$ cat src/hw/rtl/ratm_pkg.sv
// ----------------------------------------------------------------------------
// RTC alarm table matcher package
// Shared field types, command codes and the command broadcast to the slot row.
// ----------------------------------------------------------------------------
package ratm_pkg;

  // Field types
  typedef logic [2:0]  opcode_t;
  typedef logic [4:0]  hour_t;
  typedef logic [5:0]  minute_t;
  typedef logic [5:0]  second_t;
  typedef logic [11:0] year_t;
  typedef logic [3:0]  slot_t;

  // Width of the per-slot fired vector on the result port
  localparam int unsigned FIRED_W = 8;

  // Reset value of the minimum valid year register
  localparam year_t MIN_YEAR_RST = 12'd2025;

  // Command codes
  localparam opcode_t OP_TICK    = 3'd0;
  localparam opcode_t OP_ADD     = 3'd1;
  localparam opcode_t OP_REMOVE  = 3'd2;
  localparam opcode_t OP_ENABLE  = 3'd3;
  localparam opcode_t OP_DISABLE = 3'd4;
  localparam opcode_t OP_CLEAR   = 3'd5;

  // Command broadcast from the top level to every slot cell
  typedef struct packed {
    logic    valid;
    opcode_t op;
    hour_t   hour;
    minute_t minute;
    logic    sec_zero;
    logic    tick_ok;
    slot_t   slot;
  } cmd_t;

  // Per-cell result of one command
  typedef struct packed {
    logic fire;
    logic take;
  } cell_out_t;

endpackage

$ cat src/hw/rtl/ratm_slot_cell.sv
// ----------------------------------------------------------------------------
// RTC alarm slot cell
// Holds one alarm slot and executes each broadcast command on it. A claim bit
// ripples along the row so that an add lands in the lowest free slot.
// ----------------------------------------------------------------------------
module ratm_slot_cell #(
  parameter int unsigned Idx = 0
) (
  input  logic                clk_i,
  input  logic                rst_ni,
  input  ratm_pkg::cmd_t      cmd_i,
  input  logic                claim_i,
  output logic                claim_o,
  output ratm_pkg::cell_out_t res_o
);

  localparam ratm_pkg::slot_t MyIdx = ratm_pkg::slot_t'(Idx);

  logic              en_q, en_d;
  logic              lat_q, lat_d;
  ratm_pkg::hour_t   hour_q, hour_d;
  ratm_pkg::minute_t min_q, min_d;

  logic hit;
  logic sel;
  logic take;
  logic fire;

  // Time compare and addressing
  assign hit  = (cmd_i.hour == hour_q) && (cmd_i.minute == min_q) && cmd_i.sec_zero;
  assign sel  = (cmd_i.slot == MyIdx);
  assign take = cmd_i.valid && (cmd_i.op == ratm_pkg::OP_ADD) && !claim_i && !en_q;

  // A free slot claims the add for everything after it
  assign claim_o = claim_i || !en_q;

  // Next state of the slot
  always_comb begin
    en_d   = en_q;
    lat_d  = lat_q;
    hour_d = hour_q;
    min_d  = min_q;
    fire   = 1'b0;
    if (cmd_i.valid) begin
      case (cmd_i.op) inside
        ratm_pkg::OP_TICK: begin
          if (cmd_i.tick_ok && en_q) begin
            if (hit) begin
              lat_d = 1'b1;
              fire  = !lat_q;
            end else begin
              lat_d = 1'b0;
            end
          end
        end
        ratm_pkg::OP_ADD: begin
          if (take) begin
            en_d   = 1'b1;
            lat_d  = 1'b0;
            hour_d = cmd_i.hour;
            min_d  = cmd_i.minute;
          end
        end
        ratm_pkg::OP_REMOVE, ratm_pkg::OP_DISABLE: begin
          if (sel) begin
            en_d = 1'b0;
          end
        end
        ratm_pkg::OP_ENABLE: begin
          if (sel) begin
            en_d  = 1'b1;
            lat_d = 1'b0;
          end
        end
        ratm_pkg::OP_CLEAR: begin
          en_d = 1'b0;
        end
        default: begin
        end
      endcase
    end
  end

  // Slot state registers; the stored time resets to 00:00
  always_ff @(posedge clk_i or negedge rst_ni) begin
    if (!rst_ni) begin
      en_q   <= 1'b0;
      lat_q  <= 1'b0;
      hour_q <= '0;
      min_q  <= '0;
    end else begin
      en_q   <= en_d;
      lat_q  <= lat_d;
      hour_q <= hour_d;
      min_q  <= min_d;
    end
  end

  assign res_o.fire = fire;
  assign res_o.take = take;

endmodule

$ cat src/hw/rtl/rtc_alarm_table_matcher_unit.sv
// ----------------------------------------------------------------------------
// RTC alarm table matcher
// Row of alarm slot cells matched against time samples, plus midnight event.
// The result strobe is registered and rises in the cycle after the command is taken.
// Throughput: one command per cycle; busy stays low and results cannot be
// stalled, the slot row finishes each command in the cycle it arrives.
// Reset: all slots disabled at 00:00 with latches clear, min year 2025.
// ----------------------------------------------------------------------------
module rtc_alarm_table_matcher_unit #(
  parameter int unsigned NUM_ALARMS = 8
) (
  input  logic                         clk_i,
  input  logic                         rst_ni,
  input  logic                         start,
  output logic                         busy,
  input  ratm_pkg::opcode_t            opcode_i,
  input  ratm_pkg::hour_t              hour_i,
  input  ratm_pkg::minute_t            minute_i,
  input  ratm_pkg::second_t            second_i,
  input  ratm_pkg::year_t              year_i,
  input  ratm_pkg::slot_t              slot_i,
  input  logic                         cfg_we_i,
  input  ratm_pkg::year_t              cfg_wdata_i,
  output logic                         done_o,
  output logic [ratm_pkg::FIRED_W-1:0] alarm_fired_o,
  output logic                         midnight_fired_o,
  output ratm_pkg::slot_t              added_slot_o,
  output logic                         add_failed_o
);

  ratm_pkg::year_t     min_year_q;
  ratm_pkg::cmd_t      cmd;
  logic                accept;
  logic                mid_lat_q, mid_lat_d;
  logic                mid_fire;
  logic                is_midnight;

  logic                [NUM_ALARMS:0] claim;
  ratm_pkg::cell_out_t [NUM_ALARMS-1:0] cell_res;

  logic [ratm_pkg::FIRED_W-1:0] fired;
  ratm_pkg::slot_t              added;
  logic                         failed;

  // Commands are taken every cycle
  assign busy   = 1'b0;
  assign accept = start && !busy;

  // Configuration register
  always_ff @(posedge clk_i or negedge rst_ni) begin
    if (!rst_ni) begin
      min_year_q <= ratm_pkg::MIN_YEAR_RST;
    end else if (cfg_we_i) begin
      min_year_q <= cfg_wdata_i;
    end
  end

  // Command broadcast to the slot row
  always_comb begin
    cmd.valid    = accept;
    cmd.op       = opcode_i;
    cmd.hour     = hour_i;
    cmd.minute   = minute_i;
    cmd.sec_zero = (second_i == '0);
    cmd.tick_ok  = (year_i >= min_year_q);
    cmd.slot     = slot_i;
  end

  // Midnight event with its own latch
  assign is_midnight = (hour_i == '0) && (minute_i == '0) && (second_i == '0);

  always_comb begin
    mid_lat_d = mid_lat_q;
    mid_fire  = 1'b0;
    if (accept && (opcode_i == ratm_pkg::OP_TICK) && cmd.tick_ok) begin
      if (is_midnight) begin
        mid_lat_d = 1'b1;
        mid_fire  = !mid_lat_q;
      end else begin
        mid_lat_d = 1'b0;
      end
    end
  end

  always_ff @(posedge clk_i or negedge rst_ni) begin
    if (!rst_ni) begin
      mid_lat_q <= 1'b0;
    end else begin
      mid_lat_q <= mid_lat_d;
    end
  end

  // Row of slot cells with the free-slot claim chain
  assign claim[0] = 1'b0;

  for (genvar g = 0; g < NUM_ALARMS; g++) begin : g_cell
    ratm_slot_cell #(
      .Idx(g)
    ) u_cell (
      .clk_i  (clk_i),
      .rst_ni (rst_ni),
      .cmd_i  (cmd),
      .claim_i(claim[g]),
      .claim_o(claim[g+1]),
      .res_o  (cell_res[g])
    );
  end

  // Fired vector: slots beyond the port width have no bit
  for (genvar g = 0; g < ratm_pkg::FIRED_W; g++) begin : g_fired
    if (g < NUM_ALARMS) begin : g_on
      assign fired[g] = cell_res[g].fire;
    end else begin : g_off
      assign fired[g] = 1'b0;
    end
  end

  // Encode the slot that took an add transaction
  always_comb begin
    added = '0;
    for (int unsigned i = 0; i < NUM_ALARMS; i++) begin
      if (cell_res[i].take) begin
        added = added | ratm_pkg::slot_t'(i);
      end
    end
  end

  assign failed = accept && (opcode_i == ratm_pkg::OP_ADD) && !claim[NUM_ALARMS];

  // Result register
  always_ff @(posedge clk_i or negedge rst_ni) begin
    if (!rst_ni) begin
      done_o <= 1'b0;
    end else begin
      done_o <= accept;
    end
  end

  always_ff @(posedge clk_i) begin
    alarm_fired_o    <= fired;
    midnight_fired_o <= mid_fire;
    added_slot_o     <= added;
    add_failed_o     <= failed;
  end

endmodule

$ cat config.mk
export PLATFORM = sky130hd
export DESIGN_NAME = rtc_alarm_table_matcher_unit
export DESIGN_NICKNAME = d
export VERILOG_FILES = /design/src/hw/rtl/ratm_pkg.sv /design/src/hw/rtl/ratm_slot_cell.sv /design/src/hw/rtl/rtc_alarm_table_matcher_unit.sv
export SDC_FILE = /design/constraint.sdc
export NUM_CORES = 1
export LEC_CHECK = 0
export BUFFER_PORTS_ARGS = -buffer_cell sky130_fd_sc_hd__clkbuf_2
export CAP_MARGIN = 20
export CORE_MARGIN = 2
export CORE_UTILIZATION = 35
export CTS_CLUSTER_DIAMETER = 120
export DETAILED_ROUTE_END_ITERATION = 8
export SETUP_SLACK_MARGIN = 0.05
export SLEW_MARGIN = 10
export SYNTH_ARGS = -nofsm -noshare
export SYNTH_HDL_FRONTEND = slang
export SYNTH_SLANG_ARGS = --single-unit
export TNS_END_PERCENT = 100
$ cat constraint.sdc
create_clock -name clk_i -period 2.6 [get_ports clk_i]
set_input_delay 0.78 -clock clk_i [delete_from_list [all_inputs] [get_ports clk_i]]
set_output_delay 0.78 -clock clk_i [all_outputs]
set_load 0.05 [all_outputs]
## Word level (Yosys, flattened, before mapping)

Cells that the tools add are included.

- Add/subtract/negate cells: 0
- $mul: 0
- Divide/modulo/power cells: 0
- $lt $le $gt $ge: 1
- Eq/ne operators: 69
- Shift-type cells: 0
- Muxes and demuxes: 112
- Bitwise logic cells: 1
- Reduce and logical (&&, ||, !) cells: 127

Operator list:

| kind | count |
|---|---|
| 2-to-1 mux 1 bit | 107 |
| AND reduction 6 bit | 16 |
| != test 3 x 2 -> 1 bit (second input constant) | 24 |
| AND reduction 4 bit | 16 |
| == test 6 bit | 8 |
| logical AND 1 bit | 45 |
| == test 5 bit | 8 |
| != test 2 x 1 -> 1 bit (second input constant) | 16 |
| nonzero test 3 bit | 9 |
| logical NOT 1 bit | 24 |
| == test 4 x 3 -> 1 bit (second input constant) | 4 |
| greater-or-equal comparator 12 bit | 1 |
| logical NOT 6 bit | 2 |
| 2-to-1 mux 3 bit | 3 |
| == test 4 x 2 -> 1 bit (second input constant) | 2 |
| logical OR 1 bit | 7 |
| == test 3 x 2 -> 1 bit (second input constant) | 2 |
| == test 3 bit (second input constant) | 2 |
| logical NOT 5 bit | 1 |
| == test 4 x 1 -> 1 bit (second input constant) | 1 |
| logical NOT 4 bit | 1 |
| 2-to-1 mux 2 bit | 2 |
| nonzero test 4 bit | 1 |
| OR reduction 2 bit | 2 |
| other kinds (6) | 6 |

- Flip-flop bits (word level): 132
- Latch bits: 0
- Bits in writable memories: 0
- Bits in read-only memories: 0
- Output and inout port bits: 16
- Logic and storage cells: 359
- Memories kept: 0

## Depth between registers and ports, before layout

- Depth after elaboration: 13
- Mapped depth: 9

## Hierarchy

A second synthesis with hierarchy kept.

- Cells, all modules: 633
- Area total of the unflattened synthesis: 7372.1 um^2

Modules (own cells, without submodules):

| module | instances | cells each | area each (um^2) | sequential area each (um^2) |
|---|---|---|---|---|
| ratm_slot_cell at g_cell[3].u_cell ... | 3 | 65 | 810.8 | 325.3 |
| ratm_slot_cell at g_cell[1].u_cell ... | 3 | 65 | 738.2 | 325.3 |
| rtc_alarm_table_matcher_unit | 1 | 115 | 1194.9 | 620.6 |
| ratm_slot_cell at g_cell[7].u_cell | 1 | 64 | 767.0 | 325.3 |
| ratm_slot_cell at g_cell[0].u_cell | 1 | 64 | 763.2 | 325.3 |

## Least setup slack after synthesis

No wires, ideal clock.

- Path kind: input to register
- From: input year_i[0]
- To: register mid_lat_q
- Arrival: 2.410 ns
- Data required time: 2.473 ns
- Slack: 0.063 ns
- Stages on the path: 8
- Path buffers: 0
- Cell sequence: inv_1 -> ha_1 -> nand2b_1 -> a2111oi_4 -> nor4b_2 -> nor2_1 -> or2_4 -> mux2_1

- Word-level cells in the longest chain between the ends: 2

Ends and longest elaborated chain:

| what | line | RTL |
|---|---|---|
| start, declared | rtc_alarm_table_matcher_unit.sv:20 | `input ratm_pkg::year_t year_i,` |
| greater-or-equal comparator 12 bit | rtc_alarm_table_matcher_unit.sv:65 | `cmd.tick_ok = (year_i >= min_year_q);` |
| logical AND 1 bit | rtc_alarm_table_matcher_unit.sv:75 | `if (accept && (opcode_i == ratm_pkg::OP_TICK) && cmd.tick_ok) begin` |
| end signal, assigned | rtc_alarm_table_matcher_unit.sv:89 | `mid_lat_q <= mid_lat_d;` |
| end, declared | rtc_alarm_table_matcher_unit.sv:34 | `logic mid_lat_q, mid_lat_d;` |

Every way passes these cells.
A chain may end at the register's enable or synchronous reset.

## Worst setup path after layout

- From: register min_year_q[9]
- To: register alarm_fired_o[5] in the netlist's numbering

- Word-level cells in the longest chain between the ends: 3

Ends and longest elaborated chain:

| what | line | RTL |
|---|---|---|
| start, declared | rtc_alarm_table_matcher_unit.sv:31 | `ratm_pkg::year_t min_year_q;` |
| start signal, assigned | rtc_alarm_table_matcher_unit.sv:52 | `min_year_q <= ratm_pkg::MIN_YEAR_RST;` |
| start signal, assigned | rtc_alarm_table_matcher_unit.sv:54 | `min_year_q <= cfg_wdata_i;` |
| greater-or-equal comparator 12 bit | rtc_alarm_table_matcher_unit.sv:65 |  |
| logical AND 1 bit | ratm_slot_cell.sv:47 | `if (cmd_i.tick_ok && en_q) begin` |
| AND reduction 4 bit (no source line) | n/a |  |
| end signal, assigned | rtc_alarm_table_matcher_unit.sv:140 | `alarm_fired_o <= fired;` |
| end, declared | rtc_alarm_table_matcher_unit.sv:25 | `output logic [ratm_pkg::FIRED_W-1:0] alarm_fired_o,` |

Every way passes these cells.

==> impl_metrics.py <==
metrics = {
    "status": {
        "status": "finished clean",
    },
    "critical_path": {
        "cp_slowest_stage_delay_ns": 0.51,
        "cp-start-kind": "register",
        "crit_type": "register to register",
        "r2r_end": "alarm_fired_o[5]",
        "slowest_stage": "dfstp_2",
        "r2r_start": "min_year_q[9]",
        "cp.required_ns": 2.92,
        "worst-path-stages": 9,
        "cp.arrival_ns": 2.60,
        "setup.worst_path.end": "alarm_fired_o[5]",
        "crit_family": "simple AND/OR/NAND/NOR gates",
        "path_cells": "inv_1, ha_1, and4_1, and3_1, nor4b_2, nor2_1, or2_4, buf_12, nor4b_2",
        "cp-startpoint": "min_year_q[9]",
        "r2r_setup_slack_ns": 0.32,
        "crit_buf_inv": 2,
        "rr_worst_depth": 9,
        "worstSetupEndpointType": "register",
        "crit_fanout": 11,
        "path_common_cell": "nor4b_2",
    },
    "clock_tree": {
        "cts_resized": 0,
        "cts_buffers": 17,
        "clockRootBuffer": "clkbuf_16",
        "cts_hold_buf": 0,
        "h-tree-depth": 4,
        "clock_latency_ns": 0.42,
        "cts_tree": "yes",
        "post_cts_buffers": 0,
        "cts.sinks": 131,
        "path_clk_slew_ns": 0.06,
        "clk_path_buf_depth": 2,
    },
    "logic_synthesis": {
        "yosysMostFrequentCell": "dfrtp_1",
        "synth_common_cells": "dfrtp_1 (110), mux2_2 (79), xnor2_1 (73), nand2_1 (26), nand4_1 (24)",
        "synth_top_area_frac": 0.4028,
        "synth_ff_type": "dfrtp_1",
        "ys_types": 65,
        "yosys_warnings": 0,
        "yosysSeqAreaShare": 0.4716,
        "ys_async_sr_fraction": 0.9008,
        "ys_ff_latch": 131,
        "netlist_area_um2": 6834,
        "synth_edf_count": 0,
        "avgSynthCellArea_um2": 11.33,
        "synthTopCellsByArea": "dfrtp_1 (40%), mux2_2 (13%), xnor2_1 (9.4%), dfxtp_1 (3.8%), dfstp_2 (3.1%)",
        "synthCells": 603,
        "yosys.area.top_type": "dfrtp_1",
    },
    "final_layout": {
        "fin_nets": 755,
        "fin_cells": 968,
        "fin_area_um2": 8263,
        "seq_area_um2": 3223,
        "multiInputGateArea_um2": 3336,
        "antenna_cells": 0,
        "synthToLayoutAreaGrowth_pct": 20.91,
        "n_fill_cell": 1833,
        "layout-drive-gt1-share": 0.3585,
    },
    "sta": {
        "fmaxAchievable_mhz": 438.5,
        "layout_min_cycle_time_ns": 2.280,
        "worst-slew-pin-transition_ns": 0.5825,
        "finalHoldViolations": 0,
        "fin_crit_sh": 0.8771,
        "setup_tns_ns": 0,
        "slew_violations": 0,
        "relSlewSlack": 0.6117,
        "setup_viol": 0,
        "fin_skew_ns": 0.01307,
        "worst_slack_ns": 0.3196,
        "rsz0062_at_grt": "no",
    },
    "global_routing": {
        "track_usage": 0.1718,
        "grt_pass1_wl_um": 27210,
        "antenna_found_initial": 0,
        "grt_max_degree": 45,
        "gr-total-overflow": 0,
        "grt_pass1_vias": 5094,
    },
    "placed_design": {
        "dpl-instance-area_um2": 7689,
        "port_buffers": 65,
        "dp.final_hpwl_um": 12290,
        "place_congestion": 0.8710,
        "dp_worst_setup_slack_ns": 0.01444,
        "placed_cells": 937,
    },
    "floorplanning": {
        "rows": 51,
        "ios": 68,
        "die_y_um": 143.7,
        "die-area_um2": 20660,
        "fp.dieW_um": 143.7,
        "core_um2": 19330,
        "initial_core_util": 0.3535,
    },
    "drt": {
        "routedWlPerCell_um": 17.07,
        "drt_wl_total_um": 16520,
        "vias": 4875,
        "drtIter0Drc": 256,
        "vias_per_cell": 5.036,
        "first_pass_iters": 5,
        "drc_errors": 0,
        "ant_nets": 0,
    },
    "pwr": {
        "vdd_drop_max_v": 0.0004598,
        "p_leak_uw": 0.003712,
        "p_per_area_nw_per_um2": 683.0,
    },
    "job": {
        "maxCapViolCount": 0,
    },
    "worst_hold_path": {
        "hold_path.class": "primary input to async pin",
    },
}
how the worst min path moves through the flow:
| stage | slack (ns) | endpoint |
|---|---|---|
| 2_1_floorplan | 0.41 | alarm_fired_o[7] |
| 3_3_place_gp | 0.42 | alarm_fired_o[7] |
| 3_5_place_dp | 0.43 | alarm_fired_o[7] |
| 4_1_cts | 0.35 | g_cell[2].u_cell.min_q[0] |
| 5_1_grt | 0.37 | g_cell[2].u_cell.min_q[0] |
| 6_report | 0.35 | g_cell[2].u_cell.min_q[0] |
report_power, final:
part	leakage [µW]	total, µW	internal, µW	switching, µW
clock	0.000283	2340	1430	912
combinational	0.00177	859	447	412
sequential	0.00166	2440	2260	177
state kept, by name (all words and copies together), names as in the netlist, 3 cells and up:
name                  count
min_year_q               12
g_cell.u_cell.hour_q     40
g_cell.u_cell.lat_q       8
g_cell.u_cell.min_q      48
added_slot_o              3
alarm_fired_o             8
g_cell.u_cell.en_q        8
layout make-up:
class / count / share of cell area
clock buffers: 19 / 0.05360
well taps: 265 / 0.04013
inverters: 18 / 0.008177
multi-input cells: 411 / 0.4037
clock inverters: 12 / 0.01590
repair buffers: 112 / 0.08843
flip-flops and latches: 131 / 0.3901
cell families after synthesis:
logic type	after synthesis	share of synthesized area
AOI/OAI and AO/OA	85	0.08294
xor gates and xnor gates	88	0.1128
adders and majority gates	12	0.02197
buffers and inverters	62	0.04083
DFF	131	0.4716
muxes	90	0.1483
other	1	0.0005487
and+or+nand+nor	134	0.1210
placed cells by master (no fill, tap or decap), types with 7 or more instances in the layout:
cell       instances
dfrtp_1          110
mux2_2            79
xnor2_1           73
clkbuf_2          64
buf_4             44
nand2_1           26
nand4_1           24
o21ai_0           21
a21oi_1           19
nor2_1            18
inv_1             17
clkbuf_16         17
xor2_1            15
dfxtp_1           13
ha_1              12
mux2_1            11
o31ai_1            9
nor3_1             8
nor4_1             8
dfstp_2            8
nand2b_1           7
o21ai_1            7
per-stage QoR:
step	total power, µW	utilization	hold slack [ns]
after detailed placement	3339	0.3977	0.4276
after global routing	5892	0.4274	0.3684
after CTS	5696	0.4274	0.3540
final	5644	0.4274	0.3493
after floorplan	3039	-	0.4076
after global placement	3297	0.3977	0.4177
layer usage:
metal  track usage  vias to the layer above  wire, µm
met3       0.03965                       14       812
li1              -                     2293         -
met2        0.2709                      121      7490
met5             0                        -         0
met1        0.2378                     2447      8048
met4       0.04541                        0       171
(Power assumes the default switching activity.)
